**config.mk**
```make
export PLATFORM = sky130hd
export DESIGN_NAME = kuf_ctrl
export DESIGN_NICKNAME = d
export VERILOG_FILES = /design/src/kuf_pkg.sv /design/src/kuf_ctrl.sv
export SDC_FILE = /design/constraint.sdc
export NUM_CORES = 1
export LEC_CHECK = 0
export ABC_AREA = 1
export ABC_CLOCK_PERIOD_IN_PS = 3700
export BUFFER_PORTS_ARGS = -buffer_cell sky130_fd_sc_hd__buf_2
export CAP_MARGIN = 20
export CORE_AREA = 5 5 42 44
export DETAILED_ROUTE_END_ITERATION = 10
export DIE_AREA = 0 0 47 49
export PLACE_DENSITY = 0.65
export SYNTH_ARGS = -nofsm -noshare
export SYNTH_HDL_FRONTEND = slang
export SYNTH_SLANG_ARGS = --single-unit
```
**constraint.sdc**
```tcl
create_clock -name clk -period 3.7 [get_ports clk]
set_input_delay 1.11 -clock clk [delete_from_list [all_inputs] [get_ports clk]]
set_output_delay 1.11 -clock clk [all_outputs]
set_load 0.005 [all_outputs]
```
**src/kuf_pkg.sv**
```systemverilog
package kuf_pkg;

  localparam int KUF_MAX_VERTICES = 4096;

  localparam int ID_W       = 12;
  localparam int VC_W       = 13;
  localparam int QUOTA_W    = 14;
  localparam int CFG_IDX_W  = 1;
  localparam int CFG_DATA_W = 14;
  localparam int VERDICT_W  = 3;

  localparam logic [VC_W-1:0] VC_RESET = 13'd4096;

  typedef enum logic [CFG_IDX_W-1:0] {
    REG_VERTEX_COUNT  = 1'b0,
    REG_NONTREE_QUOTA = 1'b1
  } cfg_reg_t;

  typedef enum logic [VERDICT_W-1:0] {
    VERDICT_TREE    = 3'd0,
    VERDICT_NONTREE = 3'd1,
    VERDICT_DISCARD = 3'd2,
    VERDICT_IGNORED = 3'd3,
    VERDICT_INVALID = 3'd4
  } verdict_t;

  typedef enum logic [2:0] {
    ST_CLEAR,
    ST_IDLE,
    ST_CHECK,
    ST_START,
    ST_WALK,
    ST_COMP,
    ST_LINK,
    ST_RESULT
  } state_t;

  // commands from controller to datapath
  typedef struct packed {
    logic clr_wr;
    logic capture;
    logic sel_b;
    logic rd_start;
    logic walk;
    logic latch_root;
    logic comp;
    logic finish;
  } dp_cmd_t;

  // status from datapath to controller
  typedef struct packed {
    logic clr_last;
    logic early;
    logic root_found;
    logic start_is_root;
    logic comp_last;
  } dp_stat_t;

endpackage

```
**src/kuf_ctrl.sv**
```systemverilog
module kuf_ctrl
  import kuf_pkg::*;
(
  input  logic     clk,
  input  logic     rst_n,
  input  logic     start,
  output logic     busy,
  output logic     out_valid,
  output dp_cmd_t  cmd,
  input  dp_stat_t stat
);

  state_t state_r, state_nxt;
  logic   side_r, side_nxt;

  always_ff @(posedge clk) begin
    if (!rst_n) begin
      state_r <= ST_CLEAR;
      side_r  <= 1'b0;
    end else begin
      state_r <= state_nxt;
      side_r  <= side_nxt;
    end
  end

  always_comb begin
    state_nxt = state_r;
    side_nxt  = side_r;
    cmd       = '0;
    cmd.sel_b = side_r;
    unique case (state_r)
      ST_CLEAR: begin
        cmd.clr_wr = 1'b1;
        if (stat.clr_last) state_nxt = ST_IDLE;
      end
      ST_IDLE: begin
        if (start) begin
          cmd.capture = 1'b1;
          side_nxt    = 1'b0;
          state_nxt   = ST_CHECK;
        end
      end
      ST_CHECK: begin
        if (stat.early) begin
          cmd.finish = 1'b1;
          state_nxt  = ST_RESULT;
        end else begin
          cmd.rd_start = 1'b1;
          state_nxt    = ST_WALK;
        end
      end
      ST_START: begin
        cmd.rd_start = 1'b1;
        state_nxt    = ST_WALK;
      end
      ST_WALK: begin
        if (stat.root_found) begin
          cmd.latch_root = 1'b1;
          if (stat.start_is_root) begin
            if (side_r) begin
              state_nxt = ST_LINK;
            end else begin
              side_nxt  = 1'b1;
              state_nxt = ST_START;
            end
          end else begin
            cmd.rd_start = 1'b1;
            state_nxt    = ST_COMP;
          end
        end else begin
          cmd.walk = 1'b1;
        end
      end
      ST_COMP: begin
        cmd.comp = 1'b1;
        if (stat.comp_last) begin
          if (side_r) begin
            state_nxt = ST_LINK;
          end else begin
            side_nxt  = 1'b1;
            state_nxt = ST_START;
          end
        end
      end
      ST_LINK: begin
        cmd.finish = 1'b1;
        state_nxt  = ST_RESULT;
      end
      ST_RESULT: begin
        state_nxt = ST_IDLE;
      end
    endcase
  end

  assign busy      = (state_r != ST_IDLE);
  assign out_valid = (state_r == ST_RESULT);

endmodule

```
==> summary.md, run 1 <==
| Metric | Value |
|---|---|
| Core Footprint | `roughly 1400 sq um` |
| Post-Syn Nets | `between 70 and 80` |
| Fillers | `167` |
| Chip Height | `49 um` |
| Antenna viol nets, final | `0` |
| Nets | `between 90 and 100` |
| Fin cells | `between 90 and 100` |
| Actual slew at the worst max-slew pin | `0.290 ns` |
| Place WS | `around 1.0 ns` |
| Unrepaired setup endpoints after global routing | `no` |
| Crit Path Class | `in2out` |
| Row count | `14` |
| I/O Buffers | `17` |
| Final Hold Fails | `0` |
| Post-synthesis sequential area ratio | `0.209` |
| Synth Warn # | `0` |
| Post-CTS setup repair buffer count | `0` |
| EDFF count, synth | `0` |
| Crit path time final | `approximately 2.7 ns` |
| Worst IR Drop VDD | `roughly 230 uV` |
| Max Freq | `around 370 MHz` |
| Gpl congestion | `approximately 0.75` |
| Via count | `439` |
| Largest net degree at the start of global routing | `9` |
| Routed WL per cell | `9.06 um` |
| Max Slew Vio Count | `0` |
| ANT cells | `0` |
| Cts repair resizes | `0` |
| GRT Util Overall | `0.0894` |
| Post-synthesis register bit count | `4` |
| Unique masters post-synth | `20` |
| First-pass GRT wire length | `about 1.4 mm` |
| HP Class | `reg2reg` |
| Total grt overflow | `0` |
| Vias in the first global route | `360` |
| Cell taking the most area after synthesis | `dfxtp_1` |
| Mapped Avg Cell Area | `between 5 and 6 sq um` |
| Final setup viols | `0` |
| I/O Pins | `18` |
| Worst-path clk slew | `approximately 0.040 ns` |
| Initial antenna violation count | `0` |
| Area Overhead vs Synth | `31.4%` |
| Status | `finished clean` |
| Max cap viols | `0` |
| Async set-reset flop share out of synthesis | `0` |
| Crit Path Max Fanout | `3` |
| Most used DFF post-synth | `dfxtp_1` |
| Synth area leaders | `dfxtp_1 (21%), nand2_1 (12%), inv_1 (9.8%)` |
| CTS root buf | `clkbuf_4` |
| Fin Setup TNS | `0 ns` |
| Pleak | `approximately 0.29 nW` |
| Synth top area share | `0.209` |
| Die Span X | `~47 um` |
| Full die area | `roughly 2300 sq um` |
| Total Wirelength | `between 800 and 900 um` |
| Mapped cell area | `approximately 380 sq um` |
| Mapped Cells | `between 60 and 70` |
| Kind of end point of the critical path | `output pin` |
| Maximum root-to-sink buffer count | `2` |
| Worst setup path start | `stat[2]` |
| Pwr Density | `between 400 and 500 nW/um^2` |
| Hold_buf cts | `0` |
| R2R Path Start | `state_r[0]` |
| Max H-tree Level | `1` |
| Crit path DAT | `approximately 1.6 ns` |
| TritonCTS clock tree | `done` |
| Layout Skew | `approximately 0.0034 ns` |
| Crit share post-route | `0.726` |
| Post-placement cell area | `between 400 and 500 sq um` |
| Startpoint types | `input port` |
| Required time of the critical path | `2.59 ns` |
| Starting Density | `0.273` |
| Detailed Route Iter0 Violations | `2` |
| Final worst setup slack | `1.01 ns` |
| CTS Buf Count | `3` |
| Worst-Skew Late Latency | `0.23 ns` |
| Share of cells above drive strength 1 | `0.422` |
| Max_slew headroom | `0.807` |
| Final Cell Area | `between 500 and 600 sq um` |
| Post-layout util | `0.359` |
| Placed Cells | `96` |
| Clk sinks | `4` |
| DR vias/cell | `approximately 4.4` |
| DR DRC count | `0` |
| HP Start | `side_r` |
| Drt pass-1 iters | `4` |
| Post-DP HPWL | `about 760 um` |
area by class of cell:
type | count | area, sq um | share of cell area
Clock buffer | 3 | 22.5 | 0.0448
Inverter | 14 | 52.6 | 0.104
Multi-Input combinational cell | 45 | 243 | 0.483
Sequential cell | 4 | 80.1 | 0.159
Tap cell | 16 | 20.0 | 0.0398
Timing Repair Buffer | 17 | 85.1 | 0.169
through the flow:
| step | power (mW) | hold slack [ns] |
|---|---|---|
| after floorplan | 0.139 | 0.465 |
| after global placement | 0.169 | 0.485 |
| after detailed placement | 0.169 | 0.484 |
| after CTS | 0.224 | 0.489 |
| after global routing | 0.243 | 0.525 |
| final | 0.219 | 0.483 |
worst max-delay path, stage by stage:
cell	delay, ns
buf_2	0.10
inv_1	0.07
nand3_2	0.13
inv_1	0.07
buf_2	0.10
cells by family after synthesis:
| kind of cell | synth area share |
|---|---|
| buffers and inverters | 0.157 |
| AND/OR/NAND/NOR | 0.507 |
| flip-flops | 0.209 |
| AO/OA/AOI/OAI | 0.127 |
cells in the mapped netlist, types with 2 or more instances:
cell type and instances:
dfxtp_1 4, nor2_1 6, nand2_2 3, nand2_1 12, nor2_2 4, nand3_1 6, inv_1 10, a21oi_1 3
o21ai_0 2, inv_2 4
flip-flops by register name (all words and copies together) (netlist names):
name / flops
side_r: 1
state_r: 3
metal layers:
metal	part of all wire	GRT usage	wire length, um	vias to the layer above
met5	0	0	0	-
li1	-	-	-	240
met2	0.45	0.120	406	12
met1	0.47	0.110	424	185
met4	0.0056	0.0691	5	0
met3	0.067	0.0332	60	2
final timing paths:
check                           slack, ns  cells past startpoint    endpoint
worst max-delay path                 1.01                      5      cmd[3]
worst min-delay path                 0.48                      2      side_r
worst max register to register       2.48                      7  state_r[2]
worst min register to register       0.48                      2      side_r
power breakdown:
group	internal [mW]	total, mW	switching, mW
registers	0.0501	0.0636	0.0135
clock network	0.0361	0.0517	0.0156
logic	0.0439	0.103	0.0594
total	0.130	0.219	0.0884
placed cells by master (no fill, tap or decap):
master / Yosys / layout
nor2_2: 4 / 4
dfxtp_1: 4 / 4
nand3_1: 6 / 6
nand4_1: 1 / 1
buf_2: 0 / 17
nand2_1: 12 / 12
nand2_4: 1 / 1
nor2_1: 6 / 6
nand3_2: 1 / 1
nand2_2: 3 / 3
a21oi_2: 1 / 1
o21ai_0: 2 / 2
a21oi_1: 3 / 3
inv_2: 4 / 4
inv_1: 10 / 10
nor3_1: 1 / 1
nand3b_1: 1 / 1
o211ai_1: 1 / 1
clkbuf_4: 0 / 3
o21a_1: 1 / 1
nor3b_2: 1 / 1
Note: power is estimated with default switching activity, not from simulation.
==> run 2, diff against run 1 <==
--- a/config.mk
+++ b/config.mk
@@ -6,13 +6,13 @@
 export NUM_CORES = 1
 export LEC_CHECK = 0
 export ABC_AREA = 1
-export ABC_CLOCK_PERIOD_IN_PS = 3700
+export ABC_CLOCK_PERIOD_IN_PS = 2350
 export BUFFER_PORTS_ARGS = -buffer_cell sky130_fd_sc_hd__buf_2
 export CAP_MARGIN = 20
 export CORE_AREA = 5 5 42 44
 export DETAILED_ROUTE_END_ITERATION = 10
 export DIE_AREA = 0 0 47 49
-export PLACE_DENSITY = 0.65
+export PLACE_DENSITY = 0.67
 export SYNTH_ARGS = -nofsm -noshare
 export SYNTH_HDL_FRONTEND = slang
 export SYNTH_SLANG_ARGS = --single-unit
==> constraint.sdc (replaced) <==
create_clock -name clk -period 2.35 [get_ports clk]
set_input_delay 0.705 -clock clk [delete_from_list [all_inputs] [get_ports clk]]
set_output_delay 0.705 -clock clk [all_outputs]
set_load 0.005 [all_outputs]
==> run 2 against run 1 <==
Effect of this change:
- design area stayed put
- core utilization unchanged
- sequential power increased by 57%
- clock power grew 57%
- setup slack worse by 0.68 ns
- power rose by 57%
- die area unchanged
- clock skew is essentially flat
- non-clock buffer count is the same
- final cell count is the same
- sequential share of layout area is the same
- critical endpoint is now cmd[4]
- largest cell class unchanged
- highest routed layer unchanged
==> summary.md, run 2 (synthesized netlist as in run 1, its figures left out) <==
| Metric | Value |
|---|---|
| Biggest register | `state_r (unchanged)` |
| Worst-case hold slack | `0.497 ns (was 0.483 ns)` |
| HP Class | `reg2reg (unchanged)` |
| Clk sinks | `4 (unchanged)` |
| Final setup viols | `0 (unchanged)` |
| Crit Path Class | `reg2out (was in2out)` |
| Routed WL per cell | `8.89 um (was 9.06 um)` |
| Row count | `14 (unchanged)` |
| Unrepaired setup endpoints after global routing | `no (unchanged)` |
| Fin cells | `99 (unchanged)` |
| Max Freq | `between 400 and 500 MHz` |
| Net switching power | `0.139 mW (was 0.0884 mW)` |
| Crit path DAT | `1.31 ns (was 1.58 ns)` |
| Pleak | `0.286 nW (unchanged)` |
| Maximum root-to-sink buffer count | `2 (unchanged)` |
| Commonest non-fill, non-tap cell in the layout | `buf_2 (unchanged)` |
| Pwr Density | `683 nW/um^2 (was 435 nW/um^2)` |
| ANT cells | `0 (unchanged)` |
| Max Slew Vio Count | `0 (unchanged)` |
| Largest net degree at the start of global routing | `9 (unchanged)` |
| Kind of end point of the critical path | `output pin (unchanged)` |
| Max H-tree Level | `1 (unchanged)` |
| Post-CTS setup repair buffer count | `0 (unchanged)` |
| Vias in the first global route | `379 (was 360)` |
| Actual slew at the worst max-slew pin | `0.283 ns (was 0.290 ns)` |
| Sequential share of power | `0.292 (was 0.291)` |
| Clock share of power | `0.236 (was 0.237)` |
| Drt pass-1 iters | `4 (unchanged)` |
| Layout Skew | `0.00334 ns (was 0.00339 ns)` |
| GRT Util Overall | `0.0880 (was 0.0894)` |
| I/O Buffers | `17 (unchanged)` |
| Gpl congestion | `0.744 (was 0.749)` |
| Crit path time final | `just over 2 ns` |
| Max cap viols | `0 (unchanged)` |
| Core Footprint | `1400 sq um (unchanged)` |
| Full die area | `2300 sq um (unchanged)` |
| Required time of the critical path | `1.64 ns (was 2.59 ns)` |
| DR DRC count | `0 (unchanged)` |
| Max_slew headroom | `0.811 (was 0.807)` |
| Die Span X | `47 um (unchanged)` |
| Comb power frac | `0.472 (was 0.473)` |
| Chip Height | `49 um (unchanged)` |
| Hold_buf cts | `0 (unchanged)` |
| Crit Path Max Fanout | `7 (was 3)` |
| Share of cells above drive strength 1 | `0.422 (unchanged)` |
| Worst IR Drop VDD | `321 uV (was 227 uV)` |
| Worst-path clk slew | `0.04 ns (about the same)` |
| Sw frac | `0.404 (was 0.405)` |
| Startpoint types | `register (was input port)` |
| Final Hold Fails | `0 (unchanged)` |
| Total grt overflow | `0 (unchanged)` |
| Status | `finished clean (unchanged)` |
| CTS root buf | `clkbuf_4 (unchanged)` |
| Power Internal | `0.205 mW (was 0.130 mW)` |
| Cts repair resizes | `0 (unchanged)` |
| Total Wirelength | `880 um (was 897 um)` |
| Most frequent cells in the layout | `buf_2 (17), nand2_1 (12), inv_1 (10), nand3_1 (6), nor2_1 (6) (unchanged)` |
| Post-DP HPWL | `747 um (was 759 um)` |
| Nets | `93 (unchanged)` |
| CTS Buf Count | `3 (unchanged)` |
| Crit share post-route | `0.858` |
| Area Overhead vs Synth | `31.4% (unchanged)` |
| Starting Density | `0.273 (unchanged)` |
| DR vias/cell | `4.38 (was 4.43)` |
| TritonCTS clock tree | `done (unchanged)` |
| Worst-Skew Late Latency | `0.23 ns (about the same)` |
| First-pass GRT wire length | `1.45 mm (unchanged)` |
| Fin Setup TNS | `0 ns (unchanged)` |
| Initial antenna violation count | `0 (unchanged)` |
| Antenna viol nets, final | `0 (unchanged)` |
| Largest registers | `state_r x3, side_r x1 (unchanged)` |
| I/O Pins | `18 (unchanged)` |
| Post-layout util | `0.359 (unchanged)` |
| Max reg flops | `3 (unchanged)` |
| Via count | `434 (was 439)` |
| Placed Cells | `96 (unchanged)` |
| Detailed Route Iter0 Violations | `4 (was 2)` |
## run 2: cell counts in the layout (fill, tap and decap cells not counted)
No cell type changed its count.
## run 2: path summary, 6_finish.rpt
kind	from	slack, ns	to	cells past startpoint
worst max-delay path	state_r[0]	0.33	cmd[4]	6
worst min register to register	side_r	0.50	side_r	2
worst max register to register	state_r[0]	1.13	state_r[2]	7
worst min-delay path	side_r	0.50	side_r	2
## run 2: worst max-delay path: stages, from the launching register on
cell and delay [ns]:
dfxtp_1 0.37, nor2_2 0.22, nand2_1 0.13, nor2_1 0.14, nand2_1 0.07, nand2_1 0.05
buf_2 0.10
## run 2: area by class of cell
cell class	instances	area [sq um]
Inverter	14	52.6
Sequential cell	4	80.1
Timing Repair Buffer	17	85.1
Multi-Input combinational cell	45	243
Tap cell	16	20.0
Fill cell	175	898
Clock buffer	3	22.5
## run 2: per-layer routing
layer / vias to the layer above / global-route usage / wire (um)
met1: 180 / 0.0987 / 393
met5: - / 0 / 0
met2: 12 / 0.127 / 410
met4: 0 / 0.0691 / 8
li1: 240 / - / -
met3: 2 / 0.0332 / 68
## run 2: power groups by stage
| stage | Sequential [mW] | Combinational (mW) | Clock [mW] |
|---|---|---|---|
| finish | 0.100 | 0.162 | 0.0810 |
| global route | 0.103 | 0.184 | 0.0965 |
| CTS | 0.0999 | 0.165 | 0.0872 |
| floorplan | 0.0964 | 0.122 | 0 |
| detailed placement | 0.101 | 0.164 | 0 |
| global placement | 0.101 | 0.164 | 0 |
## run 2: per-stage QoR
stage | instance area [sq um] | worst slack (ns) | total power [mW]
2_1_floorplan | 383 | 0.627 | 0.218
3_3_place_gp | 480 | 0.463 | 0.265
3_5_place_dp | 480 | 0.466 | 0.265
4_1_cts | 503 | 0.309 | 0.353
5_1_grt | 503 | 0.225 | 0.383
6_report | 503 | 0.334 | 0.344
